===== config.mk =====
export PLATFORM = sky130hd
export DESIGN_NAME = positional_sequence_list_top
export DESIGN_NICKNAME = d
export VERILOG_FILES = /design/src/rtl/psl_pkg.sv /design/src/rtl/positional_sequence_list_top.sv /design/src/rtl/psl_datapath.sv /design/src/rtl/psl_ctrl.sv
export SDC_FILE = /design/constraint.sdc
export NUM_CORES = 1
export LEC_CHECK = 0
export ABC_CLOCK_PERIOD_IN_PS = 8800
export BUFFER_PORTS_ARGS = -buffer_cell sky130_fd_sc_hd__buf_4
export CELL_PAD_IN_SITES_DETAIL_PLACEMENT = 1
export CELL_PAD_IN_SITES_GLOBAL_PLACEMENT = 2
export CORE_MARGIN = 10
export CORE_UTILIZATION = 40
export CTS_BUF_LIST = sky130_fd_sc_hd__clkbuf_2 sky130_fd_sc_hd__clkbuf_4 sky130_fd_sc_hd__clkbuf_8
export DETAILED_ROUTE_END_ITERATION = 12
export HOLD_SLACK_MARGIN = 0.15
export PLACE_DENSITY = 0.74
export SLEW_MARGIN = 20
export SYNTH_ARGS = -nofsm -noshare
export SYNTH_HDL_FRONTEND = slang
export SYNTH_SLANG_ARGS = --single-unit

===== constraint.sdc =====
create_clock -name clock -period 8.8 [get_ports clock]
set_clock_uncertainty 0.2 [all_clocks]
set_input_delay 1.76 -clock clock [delete_from_list [all_inputs] [get_ports clock]]
set_output_delay 1.76 -clock clock [all_outputs]
set_load 0.01 [all_outputs]

===== src/rtl/psl_pkg.sv =====
package psl_pkg;

   // Fixed field widths of the request and response transactions.
   localparam int CMD_W      = 3;
   localparam int VALUE_W    = 32;
   localparam int POS_W      = 5;
   localparam int STATUS_W   = 2;
   localparam int COUNT_W    = 5;
   localparam int REMOVED_W  = 32;

   // Default sizing of the list.
   localparam int CAPACITY_DEF   = 16;
   localparam int DATA_WIDTH_DEF = 32;

   typedef logic [CMD_W-1:0]    cmd_type;
   typedef logic [STATUS_W-1:0] status_type;

   localparam cmd_type CMD_INS_FRONT = 3'd0;
   localparam cmd_type CMD_INS_BACK  = 3'd1;
   localparam cmd_type CMD_INS_AT    = 3'd2;
   localparam cmd_type CMD_DEL_FRONT = 3'd3;
   localparam cmd_type CMD_DEL_BACK  = 3'd4;
   localparam cmd_type CMD_DEL_AT    = 3'd5;

   localparam status_type ST_OK     = 2'd0;
   localparam status_type ST_BADPOS = 2'd1;
   localparam status_type ST_EMPTY  = 2'd2;
   localparam status_type ST_FULL   = 2'd3;

   typedef enum logic [1:0] {
      OP_NONE = 2'd0,
      OP_INS  = 2'd1,
      OP_DEL  = 2'd2
   } op_type;

   typedef enum logic [1:0] {
      RD_SLOT  = 2'd0,
      RD_BELOW = 2'd1,
      RD_ABOVE = 2'd2
   } rd_sel_type;

   // Commands from the controller to the datapath.
   typedef struct packed {
      logic       latch_req;
      logic       set_status;
      logic       rd_en;
      rd_sel_type rd_sel;
      logic       wr_en;
      logic       wr_from_read;
      logic       cur_load_len;
      logic       cur_load_slot;
      logic       cur_dec;
      logic       cur_inc;
      logic       len_inc;
      logic       len_dec;
      logic       take_removed;
      logic       load_rsp;
   } ctl_type;

   // Status from the datapath to the controller.
   typedef struct packed {
      op_type op;
      logic   at_slot;
      logic   at_end;
   } sts_type;

endpackage


===== src/rtl/positional_sequence_list_top.sv =====
// Bounded ordered list of up to CAPACITY words of DATA_WIDTH bits, front at
// position 1. Each request transaction carries one command (insert at front,
// back or a 1-based position; delete at front, back or a 1-based position) and
// yields exactly one response transaction with a status, the entry count after
// the command and the word a successful delete took out (zero otherwise). The
// entries live in a single memory with one write port and one registered read
// port, so shifting later entries takes a read step and a write step for each
// entry that moves (at most CAPACITY - 1). One transaction is worked on at a
// time. The response sits in its own register, so the next request is taken
// while the previous response still waits for rsp_ready. Stored words keep the
// low DATA_WIDTH bits of req_value; the count port shows the low 5 bits of the
// entry count. Reset empties the list; storage contents are never read before
// they are written.
module positional_sequence_list_top
   import psl_pkg::*;
#(
   parameter int CAPACITY   = CAPACITY_DEF,
   parameter int DATA_WIDTH = DATA_WIDTH_DEF
) (
   input  logic                 clock,
   input  logic                 reset,
   input  logic                 req_valid,
   output logic                 req_ready,
   input  logic [CMD_W-1:0]     req_command,
   input  logic [VALUE_W-1:0]   req_value,
   input  logic [POS_W-1:0]     req_position,
   output logic                 rsp_valid,
   input  logic                 rsp_ready,
   output logic [STATUS_W-1:0]  rsp_status,
   output logic [COUNT_W-1:0]   rsp_count,
   output logic [REMOVED_W-1:0] rsp_removed_value
);

   // Command and status traffic between the sequencer and the datapath.
   ctl_type ctl;
   sts_type sts;

   // The sequencer walks each command through check, shift and response steps.
   psl_ctrl u_ctrl (
      .clock     (clock),
      .reset     (reset),
      .req_valid (req_valid),
      .req_ready (req_ready),
      .rsp_valid (rsp_valid),
      .rsp_ready (rsp_ready),
      .sts       (sts),
      .ctl       (ctl)
   );

   // The datapath holds the entry memory, the count, the cursor and the
   // response register, and decodes the latched command for the sequencer.
   psl_datapath #(
      .CAPACITY   (CAPACITY),
      .DATA_WIDTH (DATA_WIDTH)
   ) u_datapath (
      .clock             (clock),
      .reset             (reset),
      .ctl               (ctl),
      .sts               (sts),
      .req_command       (req_command),
      .req_value         (req_value),
      .req_position      (req_position),
      .rsp_status        (rsp_status),
      .rsp_count         (rsp_count),
      .rsp_removed_value (rsp_removed_value)
   );

endmodule


===== src/rtl/psl_datapath.sv =====
module psl_datapath
   import psl_pkg::*;
#(
   parameter int CAPACITY   = CAPACITY_DEF,
   parameter int DATA_WIDTH = DATA_WIDTH_DEF
) (
   input  logic                 clock,
   input  logic                 reset,
   input  ctl_type              ctl,
   output sts_type              sts,
   input  logic [CMD_W-1:0]     req_command,
   input  logic [VALUE_W-1:0]   req_value,
   input  logic [POS_W-1:0]     req_position,
   output logic [STATUS_W-1:0]  rsp_status,
   output logic [COUNT_W-1:0]   rsp_count,
   output logic [REMOVED_W-1:0] rsp_removed_value
);

   localparam int IDX_W = $clog2(CAPACITY);
   localparam int LEN_W = $clog2(CAPACITY + 1);
   localparam int CMP_W = ((LEN_W > POS_W) ? LEN_W : POS_W) + 1;

   // Latched request.
   cmd_type               cmd_ff;
   logic [DATA_WIDTH-1:0] value_ff;
   logic [POS_W-1:0]      pos_ff;

   // List state and walk cursor.
   logic [LEN_W-1:0]      length_ff, length_in;
   logic [IDX_W-1:0]      cursor_ff, cursor_in;
   logic [DATA_WIDTH-1:0] mem [CAPACITY];
   logic [DATA_WIDTH-1:0] rd_data_ff;
   logic [IDX_W-1:0]      rd_addr;
   logic [DATA_WIDTH-1:0] wr_data;

   // Per-transaction result and the response register.
   status_type            status_ff;
   logic [DATA_WIDTH-1:0] removed_ff;
   status_type            rsp_status_ff;
   logic [COUNT_W-1:0]    rsp_count_ff;
   logic [REMOVED_W-1:0]  rsp_removed_ff;

   // Decode of the latched command.
   status_type            chk_status;
   op_type                chk_op;
   logic [IDX_W-1:0]      slot;
   logic                  full;
   logic                  empty;
   logic [CMP_W-1:0]      pos_cmp;
   logic [CMP_W-1:0]      len_cmp;
   logic [CMP_W-1:0]      pos_less1;
   logic [LEN_W-1:0]      len_less1;

   logic [VALUE_W+DATA_WIDTH-1:0] value_ext;
   logic [DATA_WIDTH+REMOVED_W-1:0] removed_ext;
   logic [LEN_W+COUNT_W-1:0]        count_ext;

   assign value_ext   = {{DATA_WIDTH{1'b0}}, req_value};
   assign removed_ext = {{REMOVED_W{1'b0}}, removed_ff};
   assign count_ext   = {{COUNT_W{1'b0}}, length_ff};

   assign full      = (length_ff == LEN_W'(CAPACITY));
   assign empty     = (length_ff == '0);
   assign pos_cmp   = CMP_W'(pos_ff);
   assign len_cmp   = CMP_W'(length_ff);
   assign pos_less1 = pos_cmp - CMP_W'(1);
   assign len_less1 = length_ff - LEN_W'(1);

   always_comb begin
      chk_status = ST_OK;
      chk_op     = OP_NONE;
      slot       = '0;
      case (cmd_ff)
         CMD_INS_FRONT: begin
            if (full) chk_status = ST_FULL;
            else chk_op = OP_INS;
         end
         CMD_INS_BACK: begin
            slot = length_ff[IDX_W-1:0];
            if (full) chk_status = ST_FULL;
            else chk_op = OP_INS;
         end
         CMD_INS_AT: begin
            slot = pos_less1[IDX_W-1:0];
            if (pos_cmp == '0 || pos_cmp > len_cmp + CMP_W'(1)) chk_status = ST_BADPOS;
            else if (full) chk_status = ST_FULL;
            else chk_op = OP_INS;
         end
         CMD_DEL_FRONT: begin
            if (empty) chk_status = ST_EMPTY;
            else chk_op = OP_DEL;
         end
         CMD_DEL_BACK: begin
            slot = len_less1[IDX_W-1:0];
            if (empty) chk_status = ST_EMPTY;
            else chk_op = OP_DEL;
         end
         CMD_DEL_AT: begin
            slot = pos_less1[IDX_W-1:0];
            if (pos_cmp == '0 || pos_cmp > len_cmp) chk_status = ST_BADPOS;
            else chk_op = OP_DEL;
         end
         default: begin
            chk_status = ST_OK;
            chk_op     = OP_NONE;
         end
      endcase
   end

   assign sts.op      = chk_op;
   assign sts.at_slot = (cursor_ff == slot);
   assign sts.at_end  = (LEN_W'(cursor_ff) + LEN_W'(1) == length_ff);

   always_comb begin
      case (ctl.rd_sel)
         RD_SLOT:  rd_addr = slot;
         RD_BELOW: rd_addr = cursor_ff - IDX_W'(1);
         RD_ABOVE: rd_addr = cursor_ff + IDX_W'(1);
         default:  rd_addr = slot;
      endcase
   end

   assign wr_data = ctl.wr_from_read ? rd_data_ff : value_ff;

   always_comb begin
      cursor_in = cursor_ff;
      if (ctl.cur_load_len) cursor_in = length_ff[IDX_W-1:0];
      else if (ctl.cur_load_slot) cursor_in = slot;
      else if (ctl.cur_dec) cursor_in = cursor_ff - IDX_W'(1);
      else if (ctl.cur_inc) cursor_in = cursor_ff + IDX_W'(1);
   end

   always_comb begin
      length_in = length_ff;
      if (ctl.len_inc) length_in = length_ff + LEN_W'(1);
      else if (ctl.len_dec) length_in = length_ff - LEN_W'(1);
   end

   always_ff @(posedge clock) begin
      if (reset) begin
         length_ff <= '0;
      end else begin
         length_ff <= length_in;
      end
   end

   always_ff @(posedge clock) begin
      cursor_ff <= cursor_in;
      if (ctl.latch_req) begin
         cmd_ff   <= req_command;
         value_ff <= value_ext[DATA_WIDTH-1:0];
         pos_ff   <= req_position;
      end
      if (ctl.set_status) begin
         status_ff  <= chk_status;
         removed_ff <= '0;
      end else if (ctl.take_removed) begin
         removed_ff <= rd_data_ff;
      end
      if (ctl.load_rsp) begin
         rsp_status_ff  <= status_ff;
         rsp_count_ff   <= count_ext[COUNT_W-1:0];
         rsp_removed_ff <= removed_ext[REMOVED_W-1:0];
      end
   end

   // List storage: one write and one registered read per cycle.
   always_ff @(posedge clock) begin
      if (ctl.wr_en) mem[cursor_ff] <= wr_data;
      if (ctl.rd_en) rd_data_ff <= mem[rd_addr];
   end

   assign rsp_status        = rsp_status_ff;
   assign rsp_count         = rsp_count_ff;
   assign rsp_removed_value = rsp_removed_ff;

   a_read_in_list: assert property (@(posedge clock) disable iff (reset)
      ctl.rd_en |-> LEN_W'(rd_addr) < length_ff)
      else $error("read outside the occupied part of the list");

   a_grow_not_full: assert property (@(posedge clock) disable iff (reset)
      ctl.len_inc |-> (length_ff < LEN_W'(CAPACITY)) && ctl.wr_en && !ctl.wr_from_read)
      else $error("list grows without storing the new value or while full");

   a_shrink_not_empty: assert property (@(posedge clock) disable iff (reset)
      ctl.len_dec |-> length_ff != '0)
      else $error("list shrinks while empty");

endmodule


===== src/rtl/psl_ctrl.sv =====
module psl_ctrl
   import psl_pkg::*;
(
   input  logic    clock,
   input  logic    reset,
   input  logic    req_valid,
   output logic    req_ready,
   output logic    rsp_valid,
   input  logic    rsp_ready,
   input  sts_type sts,
   output ctl_type ctl
);

   typedef enum logic [7:0] {
      S_IDLE     = 8'b0000_0001,
      S_CHECK    = 8'b0000_0010,
      S_INS_STEP = 8'b0000_0100,
      S_INS_MOVE = 8'b0000_1000,
      S_DEL_TAKE = 8'b0001_0000,
      S_DEL_STEP = 8'b0010_0000,
      S_DEL_MOVE = 8'b0100_0000,
      S_DONE     = 8'b1000_0000
   } state_type;

   state_type state_ff, state_in;
   logic      rsp_valid_ff, rsp_valid_in;

   always_comb begin
      state_in = state_ff;
      ctl      = '0;
      case (state_ff)
         S_IDLE: begin
            ctl.latch_req = req_valid;
            if (req_valid) state_in = S_CHECK;
         end
         S_CHECK: begin
            ctl.set_status = 1'b1;
            case (sts.op)
               OP_INS: begin
                  ctl.cur_load_len = 1'b1;
                  state_in         = S_INS_STEP;
               end
               OP_DEL: begin
                  ctl.rd_en         = 1'b1;
                  ctl.rd_sel        = RD_SLOT;
                  ctl.cur_load_slot = 1'b1;
                  state_in          = S_DEL_TAKE;
               end
               default: state_in = S_DONE;
            endcase
         end
         S_INS_STEP: begin
            if (sts.at_slot) begin
               ctl.wr_en   = 1'b1;
               ctl.len_inc = 1'b1;
               state_in    = S_DONE;
            end else begin
               ctl.rd_en  = 1'b1;
               ctl.rd_sel = RD_BELOW;
               state_in   = S_INS_MOVE;
            end
         end
         S_INS_MOVE: begin
            ctl.wr_en        = 1'b1;
            ctl.wr_from_read = 1'b1;
            ctl.cur_dec      = 1'b1;
            state_in         = S_INS_STEP;
         end
         S_DEL_TAKE: begin
            ctl.take_removed = 1'b1;
            state_in         = S_DEL_STEP;
         end
         S_DEL_STEP: begin
            if (sts.at_end) begin
               ctl.len_dec = 1'b1;
               state_in    = S_DONE;
            end else begin
               ctl.rd_en  = 1'b1;
               ctl.rd_sel = RD_ABOVE;
               state_in   = S_DEL_MOVE;
            end
         end
         S_DEL_MOVE: begin
            ctl.wr_en        = 1'b1;
            ctl.wr_from_read = 1'b1;
            ctl.cur_inc      = 1'b1;
            state_in         = S_DEL_STEP;
         end
         S_DONE: begin
            if (!rsp_valid_ff || rsp_ready) begin
               ctl.load_rsp = 1'b1;
               state_in     = S_IDLE;
            end
         end
         default: state_in = S_IDLE;
      endcase
   end

   always_comb begin
      rsp_valid_in = rsp_valid_ff;
      if (ctl.load_rsp) rsp_valid_in = 1'b1;
      else if (rsp_ready) rsp_valid_in = 1'b0;
   end

   always_ff @(posedge clock) begin
      if (reset) begin
         state_ff     <= S_IDLE;
         rsp_valid_ff <= 1'b0;
      end else begin
         state_ff     <= state_in;
         rsp_valid_ff <= rsp_valid_in;
      end
   end

   assign req_ready = (state_ff == S_IDLE);
   assign rsp_valid = rsp_valid_ff;

   a_accept_to_check: assert property (@(posedge clock) disable iff (reset)
      req_valid && req_ready |=> state_ff == S_CHECK)
      else $error("accepted transaction did not move to the check step");

   a_rsp_from_done: assert property (@(posedge clock) disable iff (reset)
      $rose(rsp_valid_ff) |-> $past(state_ff == S_DONE))
      else $error("response raised outside the done step");

   a_no_overwrite: assert property (@(posedge clock) disable iff (reset)
      ctl.load_rsp |-> !rsp_valid_ff || rsp_ready)
      else $error("pending response overwritten");

endmodule


# Yosys cells after proc, flatten, opt, wreduce, memory -nomap -nowiden
# Memories as Yosys holds them, arrays and structs flattened. A register that Yosys moved wholly into a read port is not among the register bits.
# Cells that the tools add are included.
dict set report classes {
  mux 49
  addsub 7
  magnitude_cmp 2
  reduce_logical 16
  n_eq_ne 22
}
# operator count
set op_table {}
lappend op_table {{8-bit case mux with 7 select lines} 1}
lappend op_table {{32-bit 2-to-1 mux} 1}
lappend op_table {{8-bit 2-to-1 mux} 4}
lappend op_table {{1-bit 2-to-1 mux} 21}
lappend op_table {{4-bit 2-to-1 mux} 4}
lappend op_table {{2-bit case mux with 4 select lines} 2}
lappend op_table {{8-bit case mux with 2 select lines} 1}
lappend op_table {{2-bit 2-to-1 mux} 6}
lappend op_table {{4-bit case mux with 3 select lines} 1}
lappend op_table {{5-bit 2-to-1 mux} 2}
lappend op_table {{2-bit OR reduction} 5}
lappend op_table {{3-bit 2-to-1 mux} 3}
lappend op_table {{3-bit case mux with 3 select lines} 1}
lappend op_table {{8-bit by 1-bit == test with 1-bit output (second input constant)} 1}
lappend op_table {{8-bit by 2-bit == test with 1-bit output (second input constant)} 1}
lappend op_table {{8-bit by 3-bit == test with 1-bit output (second input constant)} 1}
lappend op_table {{8-bit by 4-bit == test with 1-bit output (second input constant)} 1}
lappend op_table {{8-bit by 5-bit == test with 1-bit output (second input constant)} 1}
lappend op_table {{8-bit by 6-bit == test with 1-bit output (second input constant)} 1}
lappend op_table {{8-bit by 7-bit == test with 1-bit output (second input constant)} 1}
lappend op_table {{8-bit == test (second input constant)} 1}
lappend op_table {{4-bit case mux with 2 select lines} 1}
lappend op_table {{4-bit by 1-bit subtractor with 4-bit output (second input constant)} 2}
lappend op_table {{5-bit by 1-bit adder with 6-bit output (second input constant)} 1}
lappend op_table {{other kinds (25)} 32}
dict set report word_totals {
  out_inout_bits 41
  regBits 131
  ram_bits 512
  mem_count 1
}
# name words width read_ports rd_clocked_by_memory_dff write_ports line_no
set mem_list {}
lappend mem_list {u_datapath.mem 16 32 1 1 1 psl_datapath.sv:31} ;# logic [DATA_WIDTH-1:0] mem [CAPACITY];

# Logic depth before layout (Yosys ltp)
# Gate-level depths: netlist of run 1.
dict set report logic_depth {
  ltp_word 10
  ltp_mapped 19
  mapped_depth_nobuf 16
}

# By module
# From an unflattened synthesis of run 1, not the netlist that was laid out.
dict set report hier_totals {
  hier_cells 3002
  hier_area_um2 34438.0
}
# mod area_per_inst_um2 seq_area_each_um2 cells_per_inst instances
set modules_own_cells {}
lappend modules_own_cells {psl_datapath 33787.4 19628.8 2929 1}
lappend modules_own_cells {psl_ctrl 650.6 180.2 73 1}

# Least setup slack after synthesis of run 1
# OpenSTA, ideal clock, no wires.
dict set report synth_path {
  path_kind {reg-to-reg}
  startpoint {register u_datapath.length_ff[1]}
  endpoint {register u_datapath.rd_data_ff[27], read port of u_datapath.mem (data pin)}
  setup_slack_ps 4443
  stages_incl_launch_ff 17
  period_less_slack_ps 4357
  arrival_ps 3889
  setup_time_ps 268
  path_cell_list {dfxtp_1 clkbuf_1 inv_1 ha_1 nor4bb_1 a31o_2 o31a_1 a31o_1 a31o_2 ha_1 inv_1 o31ai_1 buf_2 clkbuf_1 mux2_2 o211ai_1 nand4_1}
}
dict set report synth_via {
  elab_chain_len 8
  elab_cells_between_ends 24
}
# element line_no
set synth_rtl {}
lappend synth_rtl {{start: declaration} psl_datapath.sv:29} ;# logic [LEN_W-1:0] length_ff, length_in;
lappend synth_rtl {{start signal: assignment} psl_datapath.sv:143} ;# length_ff <= length_in;
lappend synth_rtl {{5-bit by 1-bit adder with 6-bit output} psl_datapath.sv:85} ;# if (pos_cmp == '0 || pos_cmp > len_cmp + CMP_W'(1)) chk_status = ST_BADPOS;
lappend synth_rtl {{5-bit by 6-bit greater-than comparator with 1-bit output} psl_datapath.sv:85}
lappend synth_rtl {{1-bit logical OR} psl_datapath.sv:85}
lappend synth_rtl {{1-bit 2-to-1 mux} psl_datapath.sv:85}
lappend synth_rtl {{2-bit case mux with 4 select lines} psl_datapath.sv:73} ;# case (cmd_ff)
lappend synth_rtl {{2-bit == test} psl_ctrl.sv:38} ;# case (sts.op)
lappend synth_rtl {{3-bit 2-to-1 mux} psl_ctrl.sv:38}
lappend synth_rtl {{3-bit case mux with 3 select lines} psl_ctrl.sv:31} ;# case (state_ff)
lappend synth_rtl {{end: declaration} psl_datapath.sv:32} ;# logic [DATA_WIDTH-1:0] rd_data_ff;
# Parallel ways exist; a longest one is shown, timed or not.
# A chain may end at the register's enable or synchronous reset.

# Final worst setup path of run 1
dict set report layout_path {
  startpoint {register u_datapath.length_ff[0]}
  endpoint {register u_datapath.rd_data_ff[2], read port of u_datapath.mem (data pin)}
}
# The elaborated chain is that of the path after synthesis.

==> impl_metrics.env, run 1 <==
export IMPL_outcome="finished clean"
export IMPL_post_cts_resized=0
export IMPL_avgSynthCellArea_um2=15.8
export IMPL_maxSlewHeadroom=0.309
export IMPL_yosysMostFrequentCell="edfxtp_1"
export IMPL_io_pins=85
export IMPL_seq_area_frac_synth=0.723
export IMPL_arrival_ns=6.35
export IMPL_drv_slew=0
export IMPL_fin_cells=2833
export IMPL_wl_per_cell_um=24.5
export IMPL_grt_pass1_wl_um=103000
export IMPL_routed_via_density=5.42
export IMPL_synth_top_cells_by_area="edfxtp_1 69%, mux2_2 5.6%, mux2i_1 5.2%, o211ai_1 3.5%, dfxtp_1 3.4%"
export IMPL_grtUsageTotal=0.173
export IMPL_post_cts_setup_buffers=0
export IMPL_max_stage_delay_ns=0.87
export IMPL_drv_cap=0
export IMPL_p_leak_nw=10.3
export IMPL_path_max_fanout=21
export IMPL_placed_area_um2=29100
export IMPL_required_ns=9.16
export IMPL_vdd_drop_max_uv=108
export IMPL_pre_cts_ws_ns=2.81
export IMPL_ant_nets=0
export IMPL_r2r_start="u_datapath.length_ff[0]"
export IMPL_core_um2=67500
export IMPL_min_from="u_datapath.status_ff[1]"
export IMPL_antenna_found_initial=2
export IMPL_crit_chain="inv_1 > ha_1 > mux2i_1 > a211oi_2 > xnor2_1 > a211oi_1 > a31o_2 > inv_1 > ha_1 > nor4b_1 > a21oi_1 > o21ai_0 > o32ai_1 > and2_1 > buf_4 > o211ai_1 > nand4_1"
export IMPL_cts_tree="done"
export IMPL_synth_cell_types=76
export IMPL_grt_pass1_vias=16206
export IMPL_synth_top_cell_by_area="edfxtp_1"
export IMPL_power_density_nw_per_um2=221
export IMPL_cts_sinks=675
export IMPL_fin_nets=1931
export IMPL_drive_above_1_share=0.250
export IMPL_fin_ws_ns=2.80
export IMPL_synthArstFlopShare=0
export IMPL_portBuffers=84
export IMPL_insertion_delay_ns=0.73
export IMPL_crit_start="u_datapath.length_ff[0]"
export IMPL_dr_first_iter_drc_count=1121
export IMPL_place_hpwl_um=36200
export IMPL_syn_area_um2=27400
export IMPL_design_area_um2=31500
export IMPL_start_kind="register"
export IMPL_path_clk_slew_ns=0.06
export IMPL_finalCritPeriodShare=0.681
export IMPL_timing_fmax_mhz=167
export IMPL_crit_buf_inv=3
export IMPL_dieHeight_um=282
export IMPL_crit_type="register to register"
export IMPL_die_area_um2=79400
export IMPL_cts_made_buffers=111
export IMPL_grt_max_degree=252
export IMPL_vias=15352
export IMPL_synth_top_cell_area_share=0.689
export IMPL_cts_path_max_buffers=3
export IMPL_worst_pin_slew_ns=1.03
export IMPL_setup_viol=0
export IMPL_synth_commonest_cells="629 x edfxtp_1, 204 x nand2_1, 142 x mux2i_1, 136 x mux2_2, 127 x o211ai_1"
export IMPL_drtPass1Iterations=5
export IMPL_cts_hold_buffers_added=0
export IMPL_cp_top_family="compound AO/OA/AOI/OAI gates"
export IMPL_crit_slowest_cell="o32ai_1"
export IMPL_synth_edff_count=629
export IMPL_synth_nets=1802
export IMPL_fin_crit_ns=6.00
export IMPL_grt_ovfl_total=0
export IMPL_yosysWarnings=0
export IMPL_gp_congestion=0.746
export IMPL_die_x_um=282
export IMPL_start_util=0.406
export IMPL_drc_errors=0
export IMPL_h_tree_depth=3
export IMPL_synthCells=1735
export IMPL_area_growth_pct=14.9
export IMPL_hold_path_class="register to register"
export IMPL_end_kind="register"
export IMPL_clockRootBuffer="clkbuf_8"
export IMPL_row_count=95
export IMPL_place_inst=2623
export IMPL_synth_seq_cells=675
export IMPL_finalHoldViolations=0
export IMPL_rsz0062_at_grt="false"
export IMPL_ys_flop_type="edfxtp_1"
export IMPL_wl_um=69400
export IMPL_tns_ns=0
## state kept, by name, indices dropped and copies added, names as in the netlist
register                      count
u_datapath.mem                  512
u_datapath.rsp_count              5
u_datapath.cmd_ff                 3
u_datapath.pos_ff                 5
u_ctrl.state_ff                   8
u_datapath.length_ff              5
u_datapath.value_ff              32
u_datapath.cursor_ff              4
u_datapath.status_ff              2
u_datapath.rsp_status             2
u_ctrl.rsp_valid                  1
u_datapath.rd_data_ff            32
u_datapath.rsp_removed_value     32
u_datapath.removed_ff            32
## layer usage
| metal | share of wire | global-route usage | vias up |
|---|---|---|---|
| li1 | - | - | 7001 |
| met1 | 0.44 | 0.228 | 7839 |
| met2 | 0.49 | 0.287 | 389 |
| met3 | 0.048 | 0.0292 | 123 |
| met4 | 0.023 | 0.0587 | 0 |
| met5 | 0 | 0 | - |
## layout make-up
type | count | area (um2)
fill | 6587 | 36000
sequential | 675 | 19800
multi-input combinational | 944 | 7290
clock buffer | 175 | 2070
tap | 873 | 1090
timing repair buffer | 115 | 908
clock inverter | 33 | 251
inverter | 17 | 63.8
antenna | 1 | 2.50
## power breakdown
group / total, W / internal (W) / switching, W / leakage [nW]
registers: 0.00358 / 0.00356 / 0.0000201 / 5.99
clock network: 0.00283 / 0.00158 / 0.00125 / 1.24
logic: 0.000538 / 0.000204 / 0.000333 / 3.06
## layout by cell type, fill, tap and decap left out, drive strengths merged, types with 4 or more instances in the layout
| cell | count |
|---|---|
| edfxtp | 629 |
| nand2 | 204 |
| clkbuf | 175 |
| mux2 | 159 |
| mux2i | 142 |
| o211ai | 127 |
| buf | 115 |
| a21oi | 48 |
| dfxtp | 46 |
| nor2 | 45 |
| nand4 | 34 |
| clkinv | 24 |
| ha | 23 |
| inv | 22 |
| o21ai | 14 |
| nand3 | 13 |
| xnor2 | 12 |
| nor3 | 11 |
| o21a | 7 |
| nor2b | 7 |
| nand4b | 6 |
| a211oi | 6 |
| xor2 | 5 |
| a31oi | 5 |
| nor3b | 5 |
| nand2b | 4 |
| nor4b | 4 |
| nor4 | 4 |
| a31o | 4 |
| o21bai | 4 |
| and2 | 4 |
## path summary, 6_finish.rpt
check | to | slack [ns] | cells after the start
worst max-delay path | u_datapath.rd_data_ff[2] | 2.80 | 17
worst min-delay path | u_datapath.rsp_status[1] | 0.23 | 0
worst max register to register | u_datapath.rd_data_ff[2] | 2.80 | 17
worst min register to register | u_datapath.rsp_status[1] | 0.23 | 0
## kinds of logic after synthesis
family                     count (synthesis)  share of synthesized area
muxes                                    301                      0.117
AOI/OAI and AO/OA                        241                     0.0627
DFF                                      675                      0.723
buffers and inverters                    116                     0.0182
and+or+nand+nor                          362                     0.0630
xor gates and xnor gates                  17                    0.00543
adders and majority gates                 23                     0.0105
## per-stage QoR
step	utilization	hold WS [ns]	power [W]
after CTS	0.466	0.226	0.00704
after floorplan	-	0.200	0.00402
final	0.466	0.225	0.00695
after detailed placement	0.432	0.208	0.00419
after global routing	0.466	0.243	0.00722
after global placement	0.432	0.203	0.00417
## worst reg2reg max path: cells and delay by family (launching register included)
family / cells / cell delay [ns]
AOI/OAI and AO/OA: 7 / 2.29
buffers and inverters: 3 / 0.77
muxes: 1 / 0.10
xor gates and xnor gates: 1 / 0.17
DFF: 1 / 0.68
adders and majority gates: 2 / 0.66
and+or+nand+nor: 3 / 0.96
Power figures use the tool's default switching activity.
==> inputs of run 2 (changes only) <==
--- a/config.mk
+++ b/config.mk
@@ -5,7 +5,7 @@
 export SDC_FILE = /design/constraint.sdc
 export NUM_CORES = 1
 export LEC_CHECK = 0
-export ABC_CLOCK_PERIOD_IN_PS = 8800
+export ABC_CLOCK_PERIOD_IN_PS = 5360
 export BUFFER_PORTS_ARGS = -buffer_cell sky130_fd_sc_hd__buf_4
 export CELL_PAD_IN_SITES_DETAIL_PLACEMENT = 1
 export CELL_PAD_IN_SITES_GLOBAL_PLACEMENT = 2
@@ -14,7 +14,7 @@
 export CTS_BUF_LIST = sky130_fd_sc_hd__clkbuf_2 sky130_fd_sc_hd__clkbuf_4 sky130_fd_sc_hd__clkbuf_8
 export DETAILED_ROUTE_END_ITERATION = 12
 export HOLD_SLACK_MARGIN = 0.15
-export PLACE_DENSITY = 0.74
+export PLACE_DENSITY = 0.77
 export SLEW_MARGIN = 20
 export SYNTH_ARGS = -nofsm -noshare
 export SYNTH_HDL_FRONTEND = slang
==> constraint.sdc (replaced) <==
create_clock -name clock -period 5.36 [get_ports clock]
set_clock_uncertainty 0.2 [all_clocks]
set_input_delay 1.072 -clock clock [delete_from_list [all_inputs] [get_ports clock]]
set_output_delay 1.072 -clock clock [all_outputs]
set_load 0.01 [all_outputs]
==> run 2 against run 1 <==
Global-route usage rose by 0.26 points. Non-clock buffer count is 20 higher. Die area unchanged. Final cell count increased by 0.39%. Routed wire length rose by 1.2%. Critical path depth stayed put. Total power grew 64%. Via count increased by 1.1%. Critical path type unchanged. Clock power increased by 61%. Sequential power increased by 64%. Critical endpoint is now u_datapath.rd_data_ff[23]. Setup slack worse by 2.4 ns. Design area is 0.71% higher.
==> impl_metrics.env, run 2 (synthesis gave the netlist of run 1 again) <==
export IMPL_crit_buf_inv=5
export IMPL_start_kind="register"
export IMPL_layout_common_cells="629 x edfxtp_1, 204 x nand2_1, 142 x mux2i_1, 136 x mux2_2, 127 x o211ai_1"
export IMPL_grt_busiest_layer="met2"
export IMPL_area_growth_pct=15.7
export IMPL_antenna_found_initial=3
export IMPL_core_um2=67500
export IMPL_tns_ns=0
export IMPL_finalCritPeriodShare=0.933
export IMPL_power_density_nw_per_um2=358
export IMPL_regMostFlops="u_datapath.mem"
export IMPL_rsz0062_at_grt="false"
export IMPL_setup_viol=0
export IMPL_cts_tree="done"
export IMPL_fin_nets=1948
export IMPL_vdd_drop_max_uv=209
export IMPL_dieHeight_um=282
export IMPL_start_util=0.406
export IMPL_maxSlewHeadroom=0.360
export IMPL_worst_pin_slew_ns=0.957
export IMPL_drv_cap=0
export IMPL_end_kind="register"
export IMPL_wl_um=70300
export IMPL_grt_max_degree=71
export IMPL_finalHoldViolations=0
export IMPL_dr_first_iter_drc_count=1009
export IMPL_clockRootBuffer="clkbuf_8"
export IMPL_grt_use_met1=0.231
export IMPL_fillers=6556
export IMPL_path_max_fanout=40
export IMPL_grtUsageTotal=0.176
export IMPL_post_cts_resized=0
export IMPL_crit_slowest_cell="edfxtp_1"
export IMPL_wl_per_cell_um=24.7
export IMPL_grt_ovfl_total=0
export IMPL_total_power_w=0.0114
export IMPL_grt_pass1_vias=16370
export IMPL_drive_above_1_share=0.253
export IMPL_cts_sinks=675
export IMPL_die_area_um2=79400
export IMPL_row_count=95
export IMPL_grt_pass1_wl_um=105000
export IMPL_routed_via_density=5.45
export IMPL_h_tree_depth=3
export IMPL_drv_slew=0
export IMPL_ant_nets=0
export IMPL_gr_usage_met2=0.296
export IMPL_portBuffers=84
export IMPL_cp_top_family="compound AO/OA/AOI/OAI gates"
export IMPL_path_common_cell="buf_12"
export IMPL_timing_fmax_mhz=200
export IMPL_cts_made_buffers=108
export IMPL_crit_chain="inv_1 > ha_1 > xor2_1 > mux2i_1 > a221o_1 > a211oi_2 > a31o_2 > ha_1 > inv_1 > o211ai_1 > o31ai_4 > buf_12 > buf_12 > buf_12 > mux2_2 > o211ai_1 > nand4_1"
export IMPL_required_ns=5.60
export IMPL_hold_path_class="register to register"
export IMPL_insertion_delay_ns=0.72
export IMPL_drtPass1Iterations=5
export IMPL_place_hpwl_um=38400
export IMPL_die_x_um=282
export IMPL_arrival_ns=5.24
export IMPL_p_leak_nw=10.4
export IMPL_outcome="finished clean"
export IMPL_io_pins=85
export IMPL_path_clk_slew_ns=0.06
export IMPL_vias=15514
export IMPL_gp_congestion=0.785
export IMPL_largest_reg_flops=512
export IMPL_drc_errors=0
export IMPL_fin_crit_ns=5.00
export IMPL_use_met3=0.0297
export IMPL_final_common_cell="edfxtp_1"
export IMPL_cts_path_max_buffers=3
export IMPL_max_stage_delay_ns=0.47
export IMPL_crit_type="register to register"
[run 2: routing by layer]
metal	part of all wire	up-vias
li1	-	7022
met1	0.44	8027
met2	0.49	374
met3	0.049	91
met4	0.018	0
met5	0	-
[run 2: worst register-to-register path, delay by kind of cell (launching register included)]
family	cells	cell delay, ns
compound gates	6	1.52
buf+inv	5	1.01
fa+ha+maj	2	0.55
mux	2	0.52
flops	1	0.47
xor+xnor	1	0.34
simple gates	1	0.13
[run 2: where the power goes]
group	switching (W)	total, W	internal, W
Combinational	0.000565	0.000935	0.000370
Clock	0.00205	0.00456	0.00251
Sequential	0.0000301	0.00588	0.00585
Total	0.00265	0.0114	0.00872
[run 2: final cells by class]
class | count | area (um2) | area share
Inverter | 17 | 63.8 | 0.00201
Antenna cell | 1 | 2.50 | 0.0000789
Timing Repair Buffer | 135 | 1210 | 0.0383
Clock inverter | 43 | 369 | 0.0116
Clock buffer | 156 | 1880 | 0.0592
Sequential cell | 675 | 19800 | 0.625
Tap cell | 873 | 1090 | 0.0344
Multi-Input combinational cell | 944 | 7280 | 0.230
[run 2: path summary, 6_finish.rpt]
check	startpoint	endpoint	slack, ns	depth (start not counted)
max	u_datapath.pos_ff[0]	u_datapath.rd_data_ff[23]	0.36	17
min	u_datapath.status_ff[0]	u_datapath.rsp_status[0]	0.22	0
max reg2reg	u_datapath.pos_ff[0]	u_datapath.rd_data_ff[23]	0.36	17
min reg2reg	u_datapath.status_ff[0]	u_datapath.rsp_status[0]	0.22	0
[run 2: metrics by stage]
step	std cells	setup WS (ns)	hold WS [ns]	cell area, um2	util
finish	2844	0.358	0.217	31700	0.470
global route	2844	0.00187	0.228	31700	0.470
CTS	2841	0.203	0.219	31700	0.469
detailed placement	2642	0.248	0.205	29400	0.436
global placement	2642	0.356	0.206	29400	0.436
floorplan	1735	1.00	0.200	27400	-
[run 2: timing repair]
action,CTS,global route
setup endpoints to repair,0,20
hold buffers,0,0
setup buffers,0,2
